**config.mk**
```make
export PLATFORM = sky130hd
export DESIGN_NAME = fir_front_flat
export DESIGN_NICKNAME = d
export VERILOG_FILES = /design/src/rtl/fir_filter_q15_rounded_taps_macros.svh /design/src/rtl/fir_pkg.sv /design/src/rtl/fir_req_if.sv /design/src/rtl/fir_front.sv /design/src/flat_wrapper.sv
export SDC_FILE = /design/constraint.sdc
export NUM_CORES = 1
export LEC_CHECK = 0
export ABC_AREA = 1
export BUFFER_PORTS_ARGS = -buffer_cell sky130_fd_sc_hd__buf_2
export CAP_MARGIN = 10
export CORE_AREA = 4 4 41 43
export DETAILED_ROUTE_END_ITERATION = 10
export DIE_AREA = 0 0 45 47
export GPL_TIMING_DRIVEN = 0
export MAX_ROUTING_LAYER = met4
export PLACE_DENSITY = 0.87
export SLEW_MARGIN = 5
export SYNTH_ARGS = -nofsm -noshare
export SYNTH_HDL_FRONTEND = slang
export SYNTH_SLANG_ARGS = --single-unit
```
**constraint.sdc**
```tcl
create_clock -name vclk -period 1.07
set_clock_uncertainty 0.15 [all_clocks]
set_input_delay 0.0535 -clock vclk [all_inputs]
set_output_delay 0.0535 -clock vclk [all_outputs]
set_load 0.01 [all_outputs]
```
**src/rtl/fir_filter_q15_rounded_taps_macros.svh**
```systemverilog
// Assertion macros used by the filter back end (fir_back).
`ifndef FIR_FILTER_Q15_ROUNDED_TAPS_MACROS_SVH
`define FIR_FILTER_Q15_ROUNDED_TAPS_MACROS_SVH
`ifndef SYNTHESIS
// Same-cycle implication, disabled during reset.
`define FIR_ASSERT_IMPLIES(label, clk, rst, ante, cons) \
   label: assert property (@(posedge clk) disable iff (rst) (ante) |-> (cons)) \
      else $error("fir assertion failed");
// Next-cycle implication, disabled during reset.
`define FIR_ASSERT_NEXT(label, clk, rst, ante, cons) \
   label: assert property (@(posedge clk) disable iff (rst) (ante) |=> (cons)) \
      else $error("fir assertion failed");
`else
`define FIR_ASSERT_IMPLIES(label, clk, rst, ante, cons)
`define FIR_ASSERT_NEXT(label, clk, rst, ante, cons)
`endif
`endif

```
**src/rtl/fir_pkg.sv**
```systemverilog
// Shared types and constants of the FIR filter.
`default_nettype none
package fir_pkg;
   localparam int SAMPLE_W    = 16;
   localparam int INDEX_W     = 9;
   localparam int TAP_COUNT_W = 10;
   localparam int ACC_W       = 32;
   localparam int TAPS_DEFAULT = 512;
   localparam logic [TAP_COUNT_W-1:0] TAP_COUNT_RESET = 10'd512;
   localparam int QUEUE_DEPTH = 2;

   localparam logic [ACC_W-1:0] ROUND_BIAS = 32'd64;
   localparam int PROD_SHIFT = 7;
   localparam logic [ACC_W-1:0] OUT_BIAS = 32'd16384;
   localparam int OUT_SHIFT = 15;

   // request kinds carried in req_type
   localparam logic REQ_SAMPLE = 1'b0;
   localparam logic REQ_COEFF  = 1'b1;

   typedef struct packed {
      logic                is_coeff;
      logic [INDEX_W-1:0]  index;
      logic [SAMPLE_W-1:0] data;
   } fir_item_type;
endpackage
`default_nettype wire

```
**src/rtl/fir_req_if.sv**
```systemverilog
// Request channel interface: samples and coefficient writes.
`default_nettype none
interface fir_req_if;
   logic                                valid;
   logic                                ready;
   logic                                req_type;
   logic signed [fir_pkg::SAMPLE_W-1:0] sample_in;
   logic        [fir_pkg::INDEX_W-1:0]  coeff_index;
   logic signed [fir_pkg::SAMPLE_W-1:0] coeff_value;

   modport source (output valid, req_type, sample_in, coeff_index, coeff_value,
                   input ready);
   modport sink (input valid, req_type, sample_in, coeff_index, coeff_value,
                 output ready);
endinterface
`default_nettype wire

```
**src/rtl/fir_front.sv**
```systemverilog
// Front end: accepts request beats, drops out-of-range coefficient writes, feeds the queue.
`default_nettype none
module fir_front #(
   parameter int TAPS = fir_pkg::TAPS_DEFAULT
) (
   fir_req_if.sink               req_if,
   input  wire logic             clearing,
   output logic                  push_valid,
   input  wire logic             push_ready,
   output fir_pkg::fir_item_type push_item
);
   logic is_coeff;
   logic keep;

   assign is_coeff = (req_if.req_type == fir_pkg::REQ_COEFF);
   // drop coefficient writes past the end of the store
   assign keep = !is_coeff || (int'(req_if.coeff_index) < TAPS);

   assign req_if.ready = !clearing && push_ready;
   assign push_valid   = req_if.valid && !clearing && keep;

   assign push_item.is_coeff = is_coeff;
   assign push_item.index    = req_if.coeff_index;
   assign push_item.data     = is_coeff ? req_if.coeff_value : req_if.sample_in;
endmodule
`default_nettype wire

```
**src/flat_wrapper.sv**
```systemverilog
// flat-port wrapper written by rule: the top's interface ports become plain ports
module fir_front_flat 
#(
   parameter int TAPS = fir_pkg::TAPS_DEFAULT
)
  (clearing, push_valid, push_ready, push_item, req_if_valid, req_if_req_type, req_if_sample_in, req_if_coeff_index, req_if_coeff_value, req_if_ready);
  fir_req_if req_if_i ();
  input  wire logic clearing;
  output logic push_valid;
  input  wire logic push_ready;
  output fir_pkg::fir_item_type push_item;
  input wire logic [$bits(req_if_i.valid)-1:0] req_if_valid;
  input wire logic [$bits(req_if_i.req_type)-1:0] req_if_req_type;
  input wire logic [$bits(req_if_i.sample_in)-1:0] req_if_sample_in;
  input wire logic [$bits(req_if_i.coeff_index)-1:0] req_if_coeff_index;
  input wire logic [$bits(req_if_i.coeff_value)-1:0] req_if_coeff_value;
  output wire logic [$bits(req_if_i.ready)-1:0] req_if_ready;
  assign req_if_i.valid = req_if_valid;
  assign req_if_i.req_type = req_if_req_type;
  assign req_if_i.sample_in = req_if_sample_in;
  assign req_if_i.coeff_index = req_if_coeff_index;
  assign req_if_i.coeff_value = req_if_coeff_value;
  assign req_if_ready = req_if_i.ready;
  fir_front #(.TAPS(TAPS)) u_core (.req_if(req_if_i), .clearing(clearing), .push_valid(push_valid), .push_ready(push_ready), .push_item(push_item));
endmodule
```
[Yosys cells after proc, flatten, opt, wreduce, memory -nomap -nowiden]
Index checks and enable logic that the tools add are counted.
Operators by class
  multipliers: 0
  $add $sub $neg: 0
  bitwise gates (word level): 0
  divide/modulo/power cells: 0
  equal/unequal tests: 0
  magnitude comparators: 0
  shifts and indexed selects: 0
  reductions and logical operators: 3
  multiplexer cells: 1
Operators with widths (number)
  16-bit two-way mux: 1
  1-bit logical AND: 2
  1-bit logical NOT: 1
Storage, ports and cells
  RAM bits: 0
  output and inout bits: 28
  latch bits: 0
  bits in registers: 0
  memories: 0
  ROM bits: 0
  word-level logic and storage cells: 4
  input bits: 45

[Longest topological paths before layout]
  depth in word-level cells: 2
  mapped depth: 5
  mapped depth without buffers: 3

[Worst setup path before layout]
No wires, ideal clock.
  path type: in2out
  start: in req_if_req_type
  end: out push_item[4] (netlist name)
  required time: 0.867 ns
  slack: 0.380 ns
  data arrival time: 0.486 ns
  stages: 5
  buffers on the path: 2
  path through: buf_6 inv_6 buf_12 nand2_1 nand2_1
RTL lines
  start, declared: RTL line flat_wrapper.sv:13  | input wire logic [$bits(req_if_i.req_type)-1:0] req_if_req_type;
  end, declared: RTL line flat_wrapper.sv:11  | output fir_pkg::fir_item_type push_item;

==> results_dict.tcl <==
set metrics [dict create \
    finalWeightedCongestion 0.700 \
    post_cts_buffers 0 \
    combPwrFrac_pct 100.0 \
    crit_fanout 10 \
    dp_cells 144 \
    crit_slowest_cell "buf_12" \
    swShare_pct 46.1 \
    end_kind "output pin" \
    antenna_found_initial 0 \
    routed_via_density 4.13 \
    via_count 595 \
    timing.fmax_ghz 1.25 \
    grt_usage_pct 12.4 \
    crit_arrival_ns 0.60 \
    synth.top_cells.by_count "nand2_1 (43), buf_4 (10), nand2_2 (5)" \
    slew_headroom_pct 94.2 \
    postCtsHoldBufs 0 \
    synthCells 66 \
    path_delay_family "buffers and inverters" \
    grt-ovfl-total 0 \
    outcome "finished, final reports clean" \
    hold_end "push_item[20]" \
    grt_setup_unrepaired "false" \
    die_w_um 45 \
    post-route-util_pct 51.3 \
    min_period_ns 0.803 \
    ys_top_cells_by_area "nand2_1 (48%), buf_4 (22%), nand2_2 (9.4%), buf_6 (6.7%), buf_12 (6.0%)" \
    hold_class "input port to output pin" \
    n_clock_buffer 0 \
    switching_power_w 0.000131 \
    power.leakage_nw 0.484 \
    numPortBuffers 63 \
    wl_per_cell_um 9.33 \
    hold_depth 2 \
    rows 13 \
    setup_viol 0 \
    fp.dieH_um 47 \
    powerDensity_nw_per_um2 427 \
    netlist_area_um2 334 \
    hpwl_um 1260 \
    grt_max_degree 11 \
    yosysWarnings 0 \
    synth_area_leader_cell "nand2_1" \
    critPathBufInv 4 \
    fin_cells 144 \
    timing.final.crit_share_pct 75.0 \
    seqPwrFrac_pct 0 \
    dpl_worst_slack_ns 0.263 \
    drv_slew 0 \
    cp_common_cell "nand2_1" \
    core-area_um2 1300 \
    drtPass1Iterations 4 \
    worst_slack_ns 0.267 \
    drive_gt1_share_pct 63.6 \
    synth_cell_types 8 \
    seq_area_um2 0 \
    maxCapViolCount 0 \
    p_int_w 0.000154 \
    max-vdd-ir-drop_uv 209 \
    critPathMaxStageDelay_ns 0.13 \
    route.detailed.drc 0 \
    crit_path_cell_trace "buf_6 -> inv_6 -> buf_12 -> nand2_1 -> nand2_1 -> buf_2" \
    num_antenna_cells 0 \
    startpoint_type "input port" \
    ant_nets 0 \
    grt_pass1_wl_um 2040 \
    synth-seq-area-share_pct 0 \
    yosysTopAreaCellShare_pct 48.3 \
    nFlopsAndLatches 0 \
    tns_ns 0 \
    hp-start "req_if_coeff_index[4]" \
    ioPinCount 73 \
    die_area_um2 2120 \
    hold_viol 0 \
    initial_core_util_pct 25.7 \
    worst_pin_slew_ns 0.0867 \
    synth.net_count 111 \
    drt-initial-drc-count 3 \
    synth.most_common_cell "nand2_1" \
    layout.nets 176 \
    critPathRequiredTime_ns 0.87 \
    cts.repair.resized 0 \
    syn_area_per_cell_um2 5.06 \
    drt-total-wl_um 1340 \
    synthToLayoutAreaGrowth_pct 100 \
    pwr-share-clk_pct 0 \
    crit_type "input port to output pin" \
    grt_pass1_vias 562 \
]
## area by class of cell
cell class         instances  area [um2]
plain buffers             13         118
fillers                  149         633
repair buffers            63         315
well taps                 15        18.8
inverters                  3        16.3
multi-input cells         50         200
## worst max-delay path by stage
stage	start	to	slack [ns]	cells after the start
after global routing	req_if_req_type	push_item[12]	0.22	6
final	req_if_req_type	push_item[8]	0.27	6
after detailed placement	req_if_req_type	push_item[8]	0.26	6
after global placement	req_if_req_type	push_item[6]	0.28	6
after CTS	req_if_req_type	push_item[8]	0.26	6
after floorplan	req_if_req_type	push_item[4]	0.38	5
## per-layer routing
| metal | GRT usage, % | share of wire [%] | vias to the layer above |
|---|---|---|---|
| met5 | - | 0 | - |
| met4 | 0 | 0 | 0 |
| met3 | 0.383 | 15 | 0 |
| met2 | 23.4 | 49 | 50 |
| met1 | 15.5 | 36 | 235 |
| li1 | - | - | 310 |
## placed cells by master, fill, tap and decap left out
master    n
nand2_2   5
nand2_1  43
buf_6     2
buf_4    10
inv_1     2
inv_6     1
nor2_1    2
buf_12    1
buf_2    63
## kinds of logic after synthesis
| kind of cell | count (synthesis) | synth area share [%] |
|---|---|---|
| and+or+nand+nor | 50 | 59.9 |
| buffers and inverters | 16 | 40.1 |
## through the flow
stage          total power [W]  hold WS [ns]  area (um2)
2_1_floorplan         0.000149       0.00453         334
3_3_place_gp          0.000282         0.143         668
3_5_place_dp          0.000288         0.143         668
4_1_cts               0.000290         0.143         668
5_1_grt               0.000317         0.145         668
6_report              0.000285         0.141         668
## power groups by stage
stage	combinational, W	clock, W	sequential (W)
after floorplan	0.000149	0	0
after global placement	0.000282	0	0
after detailed placement	0.000288	0	0
after CTS	0.000290	0	0
after global routing	0.000317	0	0
final	0.000285	0	0
(Power assumes the default switching activity.)
