**config.mk**
```make
export PLATFORM = sky130hd
export DESIGN_NAME = fir_queue
export DESIGN_NICKNAME = d
export VERILOG_FILES = /design/src/rtl/fir_filter_q15_rounded_taps_macros.svh /design/src/rtl/fir_pkg.sv /design/src/rtl/fir_queue.sv
export SDC_FILE = /design/constraint.sdc
export NUM_CORES = 1
export LEC_CHECK = 0
export ABC_AREA = 1
export BUFFER_PORTS_ARGS = -buffer_cell sky130_fd_sc_hd__buf_2
export CAP_MARGIN = 0
export CORE_MARGIN = 2
export CORE_UTILIZATION = 30
export CTS_CLUSTER_SIZE = 28
export DETAILED_ROUTE_END_ITERATION = 6
export PLACE_DENSITY = 0.48
export SETUP_SLACK_MARGIN = 0.05
export SYNTH_ARGS = -nofsm -noshare
export SYNTH_HDL_FRONTEND = slang
export SYNTH_SLANG_ARGS = --single-unit
```
**constraint.sdc**
```tcl
create_clock -name clock -period 2.5 [get_ports clock]
set_clock_uncertainty 0.05 [all_clocks]
set_input_delay 0 -clock clock [delete_from_list [all_inputs] [get_ports clock]]
set_output_delay 0 -clock clock [all_outputs]
set_load 0.05 [all_outputs]
```
**src/rtl/fir_filter_q15_rounded_taps_macros.svh**
```systemverilog
// Assertion macros used by the filter back end (fir_back).
`ifndef FIR_FILTER_Q15_ROUNDED_TAPS_MACROS_SVH
`define FIR_FILTER_Q15_ROUNDED_TAPS_MACROS_SVH
`ifndef SYNTHESIS
// Same-cycle implication, disabled during reset.
`define FIR_ASSERT_IMPLIES(label, clk, rst, ante, cons) \
   label: assert property (@(posedge clk) disable iff (rst) (ante) |-> (cons)) \
      else $error("fir assertion failed");
// Next-cycle implication, disabled during reset.
`define FIR_ASSERT_NEXT(label, clk, rst, ante, cons) \
   label: assert property (@(posedge clk) disable iff (rst) (ante) |=> (cons)) \
      else $error("fir assertion failed");
`else
`define FIR_ASSERT_IMPLIES(label, clk, rst, ante, cons)
`define FIR_ASSERT_NEXT(label, clk, rst, ante, cons)
`endif
`endif

```
**src/rtl/fir_pkg.sv**
```systemverilog
// Shared types and constants of the FIR filter.
`default_nettype none
package fir_pkg;
   localparam int SAMPLE_W    = 16;
   localparam int INDEX_W     = 9;
   localparam int TAP_COUNT_W = 10;
   localparam int ACC_W       = 32;
   localparam int TAPS_DEFAULT = 512;
   localparam logic [TAP_COUNT_W-1:0] TAP_COUNT_RESET = 10'd512;
   localparam int QUEUE_DEPTH = 2;

   localparam logic [ACC_W-1:0] ROUND_BIAS = 32'd64;
   localparam int PROD_SHIFT = 7;
   localparam logic [ACC_W-1:0] OUT_BIAS = 32'd16384;
   localparam int OUT_SHIFT = 15;

   // request kinds carried in req_type
   localparam logic REQ_SAMPLE = 1'b0;
   localparam logic REQ_COEFF  = 1'b1;

   typedef struct packed {
      logic                is_coeff;
      logic [INDEX_W-1:0]  index;
      logic [SAMPLE_W-1:0] data;
   } fir_item_type;
endpackage
`default_nettype wire

```
**src/rtl/fir_queue.sv**
```systemverilog
// Short FIFO of classified items between front and back end.
`default_nettype none
module fir_queue (
   input  wire logic                  clock,
   input  wire logic                  reset,
   input  wire logic                  push_valid,
   output logic                       push_ready,
   input  wire fir_pkg::fir_item_type push_item,
   output logic                       pop_valid,
   input  wire logic                  pop_ready,
   output fir_pkg::fir_item_type      pop_item
);
   localparam int QD  = fir_pkg::QUEUE_DEPTH;
   localparam int QAW = (QD > 1) ? $clog2(QD) : 1;

   fir_pkg::fir_item_type entry_ff [QD];
   logic [QAW-1:0] wr_ptr_ff;
   logic [QAW-1:0] rd_ptr_ff;
   logic [QAW:0]   count_ff;
   logic           push_fire;
   logic           pop_fire;

   assign push_ready = (count_ff != (QAW+1)'(QD));
   assign pop_valid  = (count_ff != '0);
   assign push_fire  = push_valid && push_ready;
   assign pop_fire   = pop_valid && pop_ready;
   assign pop_item   = entry_ff[rd_ptr_ff];

   always_ff @(posedge clock) begin
      if (push_fire) begin
         entry_ff[wr_ptr_ff] <= push_item;
      end
   end

   always_ff @(posedge clock) begin
      if (reset) begin
         wr_ptr_ff <= '0;
         rd_ptr_ff <= '0;
         count_ff  <= '0;
      end else begin
         if (push_fire) begin
            wr_ptr_ff <= (wr_ptr_ff == QAW'(QD-1)) ? '0 : wr_ptr_ff + 1'b1;
         end
         if (pop_fire) begin
            rd_ptr_ff <= (rd_ptr_ff == QAW'(QD-1)) ? '0 : rd_ptr_ff + 1'b1;
         end
         if (push_fire && !pop_fire) begin
            count_ff <= count_ff + 1'b1;
         end else if (!push_fire && pop_fire) begin
            count_ff <= count_ff - 1'b1;
         end
      end
   end
endmodule
`default_nettype wire

```
Word level (Yosys, flattened, before mapping)
Memories as Yosys holds them, arrays and structs flattened. A register that Yosys moved wholly into a read port is not among the register bits.
Index checks and enable logic that the tools add are counted.
Widths: inputs -> output; s select.
- muxes and demuxes: 8
- add/subtract/negate cells: 4
- eq/ne operators: 1
- reduce and logical (&&, ||, !) cells: 8
- operators with widths (kind ; number):
    $mux 1 ; 6
    $logic_and 1x1->1 ; 4
    $mux 2 ; 2
    $reduce_bool 2->1 ; 2
    $add 1x1->1 const B ; 2
    $add 2x1->2 const B ; 1
    $logic_not 1->1 ; 2
    $ne 2x2->1 const B ; 1
    $sub 2x1->2 const B ; 1
- logic and storage cells: 25
- RAM bits: 52
- memories: 1
- bits in registers: 4
- memories (name ; depth ; bits a word ; rd ports ; clocked after memory_dff ; write ports ; RTL line ; RTL):
    entry_ff ; 2 ; 26 ; 1 ; 1 ; 1 ; fir_queue.sv:16 ; fir_pkg::fir_item_type entry_ff [QD];

Longest topological paths before layout
- word-level depth: 6
- gate-level depth with buffers: 11
- mapped depth without buffers: 11

Least setup slack after synthesis
OpenSTA, ideal clock, no wires.
- path kind: register to register
- start: reg count_ff[0]
- end: mem entry_ff[0][0] (netlist bit), enable pin
- buffers on the path: 0
- setup slack: -0.010 ns
- stages on the path, launching flop included: 5
- arrival time: 2.051 ns
- path through: dfxtp_1 inv_1 nand2_1 nand2_1 nor2_1
- word-level cells in the longest chain between the ends: 4
- ends and longest elaborated chain (item ; RTL line ; RTL):
    from (decl) ; fir_queue.sv:19 ; logic [QAW:0] count_ff;
    from (signal assigned) ; fir_queue.sv:48 ; count_ff <= count_ff + 1'b1;
    from (signal assigned) ; fir_queue.sv:50 ; count_ff <= count_ff - 1'b1;
    $ne 2x2->1 ; fir_queue.sv:23 ; assign push_ready = (count_ff != (QAW+1)'(QD));
    named net push_ready ; fir_queue.sv:7 ; output logic push_ready,
    $logic_and 1x1->1 ; fir_queue.sv:25 ; assign push_fire = push_valid && push_ready;
    $mux 1 ; fir_queue.sv:30 ; if (push_fire) begin
    $mux 1 (implied by the code) ; fir_queue.sv:31 ; entry_ff[wr_ptr_ff] <= push_item;
    to (decl) ; fir_queue.sv:16 ;
The timed path passes the listed nets, and every way through them passes these cells.

==> flow_metrics.env <==
export IMPL_status="complete, no violations"
export IMPL_timing_critical_path_arrival_ns=1.82
export IMPL_cts_root_buf="clkbuf_8"
export IMPL_number_of_max_capacitance_violations_reported=0
export IMPL_worstPathMaxFanout=16
export IMPL_route_vias_total=1323
export IMPL_grt_overflow=0
export IMPL_timing_hold_violations_final=0
export IMPL_core_um2=7210
export IMPL_critical_path_class="flop to primary output"
export IMPL_power_density_cell_area_nw_per_um2=1080
export IMPL_die_width_um=90.0
export IMPL_grt_max_degree=17
export IMPL_antenna_violations_before_repair=0
export IMPL_synth_distinct_cells=14
export IMPL_cts_reportedPaths_clkPinSlew_ns=0.07
export IMPL_worst_slew_margin_relative_to_its_limit=0.785
export IMPL_r2r_start="count_ff[0]"
export IMPL_hold_path_startpoint="push_valid"
export IMPL_worst_ep_required_time_ns=2.45
export IMPL_synth_top_area_frac=0.703
export IMPL_clock_tree_buffer_depth=2
export IMPL_finalCritPeriodShare=0.748
export IMPL_timing_hold_worst_path_depth=4
export IMPL_synthDominantAreaCellType="edfxtp_1"
export IMPL_slew_violations=0
export IMPL_rr_endpoint="count_ff[1]"
export IMPL_initial_utilization=0.308
export IMPL_placement_io_buffers=57
export IMPL_regToRegSetupSlack_ns=0.97
export IMPL_critical_path_endpoint_type="primary output"
export IMPL_wire_per_inst_um=12.6
export IMPL_design_portCount=58
export IMPL_min_delay_path_class="input pin to flop"
export IMPL_p_leak_nw=1.26
export IMPL_total_iterations_of_the_first_detailed_routing_run=4
export IMPL_clock_sinks=57
export IMPL_detail_route_drc_violations=0
export IMPL_first_global_vias=1371
export IMPL_synth_cell_area_um2=2220
export IMPL_n_fill_cell=695
export IMPL_yosys_warnings=0
export IMPL_drt_initial_drc_count=31
export IMPL_clk_insertion_delay_late_ns=0.33
export IMPL_first_pass_grt_wire_length_um=6470
export IMPL_drive_gt1_frac=0.484
export IMPL_vias_per_cell=4.13
export IMPL_final_critical_path_required_period_ns=1.87
export IMPL_top_post_synthesis_cells_by_area="edfxtp_1 70%, mux2_4 14%, dfxtp_1 4.5%"
export IMPL_layout_cell_area_non_filler_um2=3130
export IMPL_synth_avg_cell_area_um2=18.8
export IMPL_postCtsResizedCells=0
export IMPL_synthToLayoutAreaGrowth_pct=40.9
export IMPL_worst_slew_pin_transition_ns=0.322
export IMPL_cts_htree_levels=3
export IMPL_cts_buffers_inserted=9
export IMPL_worstSetupStartpointType="flop"
export IMPL_placed_cell_area_um2=2620
export IMPL_die_area_um2=8100
export IMPL_place_detailed_hpwl_um=2650
export IMPL_achievable_frequency_ghz=0.535
export IMPL_grt_use_total=0.107
export IMPL_vdd_ir_drop_max_v=0.000480
export IMPL_gp_congestion=0.668
export IMPL_reg2regPathDepth=10
export IMPL_drt_wl_total_um=4040
export IMPL_fp_row_count=31
export IMPL_synthesized_netlist_cell_count=118
export IMPL_rsz0062_at_grt="false"
export IMPL_number_of_endpoints_failing_setup_at_the_final_stage=0
export IMPL_ys_ff_latch=57
export IMPL_num_antenna_cells=0
export IMPL_die_y_um=90.0
export IMPL_layout_nets=247
export IMPL_fin_util=0.434
export IMPL_synth_sequential_area_ratio=0.749
export IMPL_route_antenna_remaining_nets=0
export IMPL_cts_tree="yes"
export IMPL_synth_fp_nets=149
export IMPL_worst_hold_path_endpoint="wr_ptr_ff"
-- synth_stat cells (all sizes together) --
library cell	count
a21oi	2
nand4	1
inv	8
nand2	9
dfxtp	5
edfxtp	52
ha	1
nor2	7
o21ai	2
nand3	2
buf	3
mux2	26
-- sequential cells by signal, indices dropped and copies added, names as in the netlist, named ones only --
signal,cells
entry_ff,52
wr_ptr_ff,1
rd_ptr_ff,1
count_ff,2
-- worst max-delay path, stage by stage (launching register included) --
cell and delay [ns]:
dfxtp_2 0.53, buf_4 0.36, mux2_2 0.37, buf_2 0.21
-- layer usage --
metal / vias up / wire length [um] / track usage
met5: - / 0 / 0
met4: 0 / 122 / 0.0641
met3: 13 / 267 / 0.0486
met2: 45 / 2040 / 0.185
met1: 633 / 1610 / 0.105
li1: 632 / - / -
-- power by group --
part | internal (mW) | total (mW) | switching, mW
clock | 0.570 | 0.960 | 0.390
sequential | 1.21 | 1.27 | 0.0616
combinational | 0.376 | 1.16 | 0.780
total | 2.15 | 3.39 | 1.23
-- cell usage in the layout, fill, tap and decap left out --
cell type      count
buf_2             57
edfxtp_1          52
dlygate4sd3_1     28
mux2_4            20
nand2_1            9
clkbuf_8           9
inv_1              8
mux2_2             6
nor2_1             5
buf_4              5
dfxtp_1            4
nor2_2             2
o21ai_0            2
a21oi_1            2
nand3_1            2
inv_6              2
clkinv_4           2
bufinv_16          2
nand4_1            1
ha_1               1
dfxtp_2            1
clkinvlp_4         1
-- kinds of logic after synthesis --
family	Yosys count	synth area share
and+or+nand+nor	19	0.0344
muxes	26	0.166
DFF	57	0.749
adders and majority gates	1	0.00564
AOI/OAI and AO/OA	4	0.00902
buffers and inverters	11	0.0366
-- how the worst max path moves through the flow --
stage | startpoint | to | slack (ns)
3_3_place_gp | flop | pop_item[10] | 0.98
5_1_grt | flop | pop_item[13] | 0.52
3_5_place_dp | flop | pop_item[13] | 0.95
6_report | flop | pop_item[13] | 0.63
2_1_floorplan | count_ff[0] | entry_ff[0][0] | -0.01
4_1_cts | flop | pop_item[13] | 0.57
-- what timing repair did --
item | 4_1_cts | 5_1_grt
endpoints found under the hold margin | 57 | 0
setup buffers | 0 | 0
hold buffers | 28 | 0
-- through the flow --
stage | TNS, ns | setup WS (ns) | cells | hold WS [ns] | power [mW]
floorplan | -0.523 | -0.0101 | 118 | 0.0489 | 2.22
global placement | 0 | 0.983 | 276 | 0.138 | 2.41
global route | 0 | 0.517 | 320 | 0.114 | 3.55
detailed placement | 0 | 0.945 | 276 | 0.141 | 2.43
CTS | 0 | 0.566 | 320 | 0.0455 | 3.44
finish | 0 | 0.631 | 320 | 0.0560 | 3.39
-- layout make-up --
type | count | area [um^2] | area share
Sequential cell | 57 | 1660 | 0.532
Timing Repair Buffer | 90 | 603 | 0.193
Multi-Input combinational cell | 50 | 482 | 0.154
Clock buffer | 9 | 124 | 0.0396
Tap cell | 99 | 124 | 0.0396
Clock inverter | 7 | 103 | 0.0328
Inverter | 8 | 30.0 | 0.00960
Note: power is estimated with default switching activity, not from simulation.
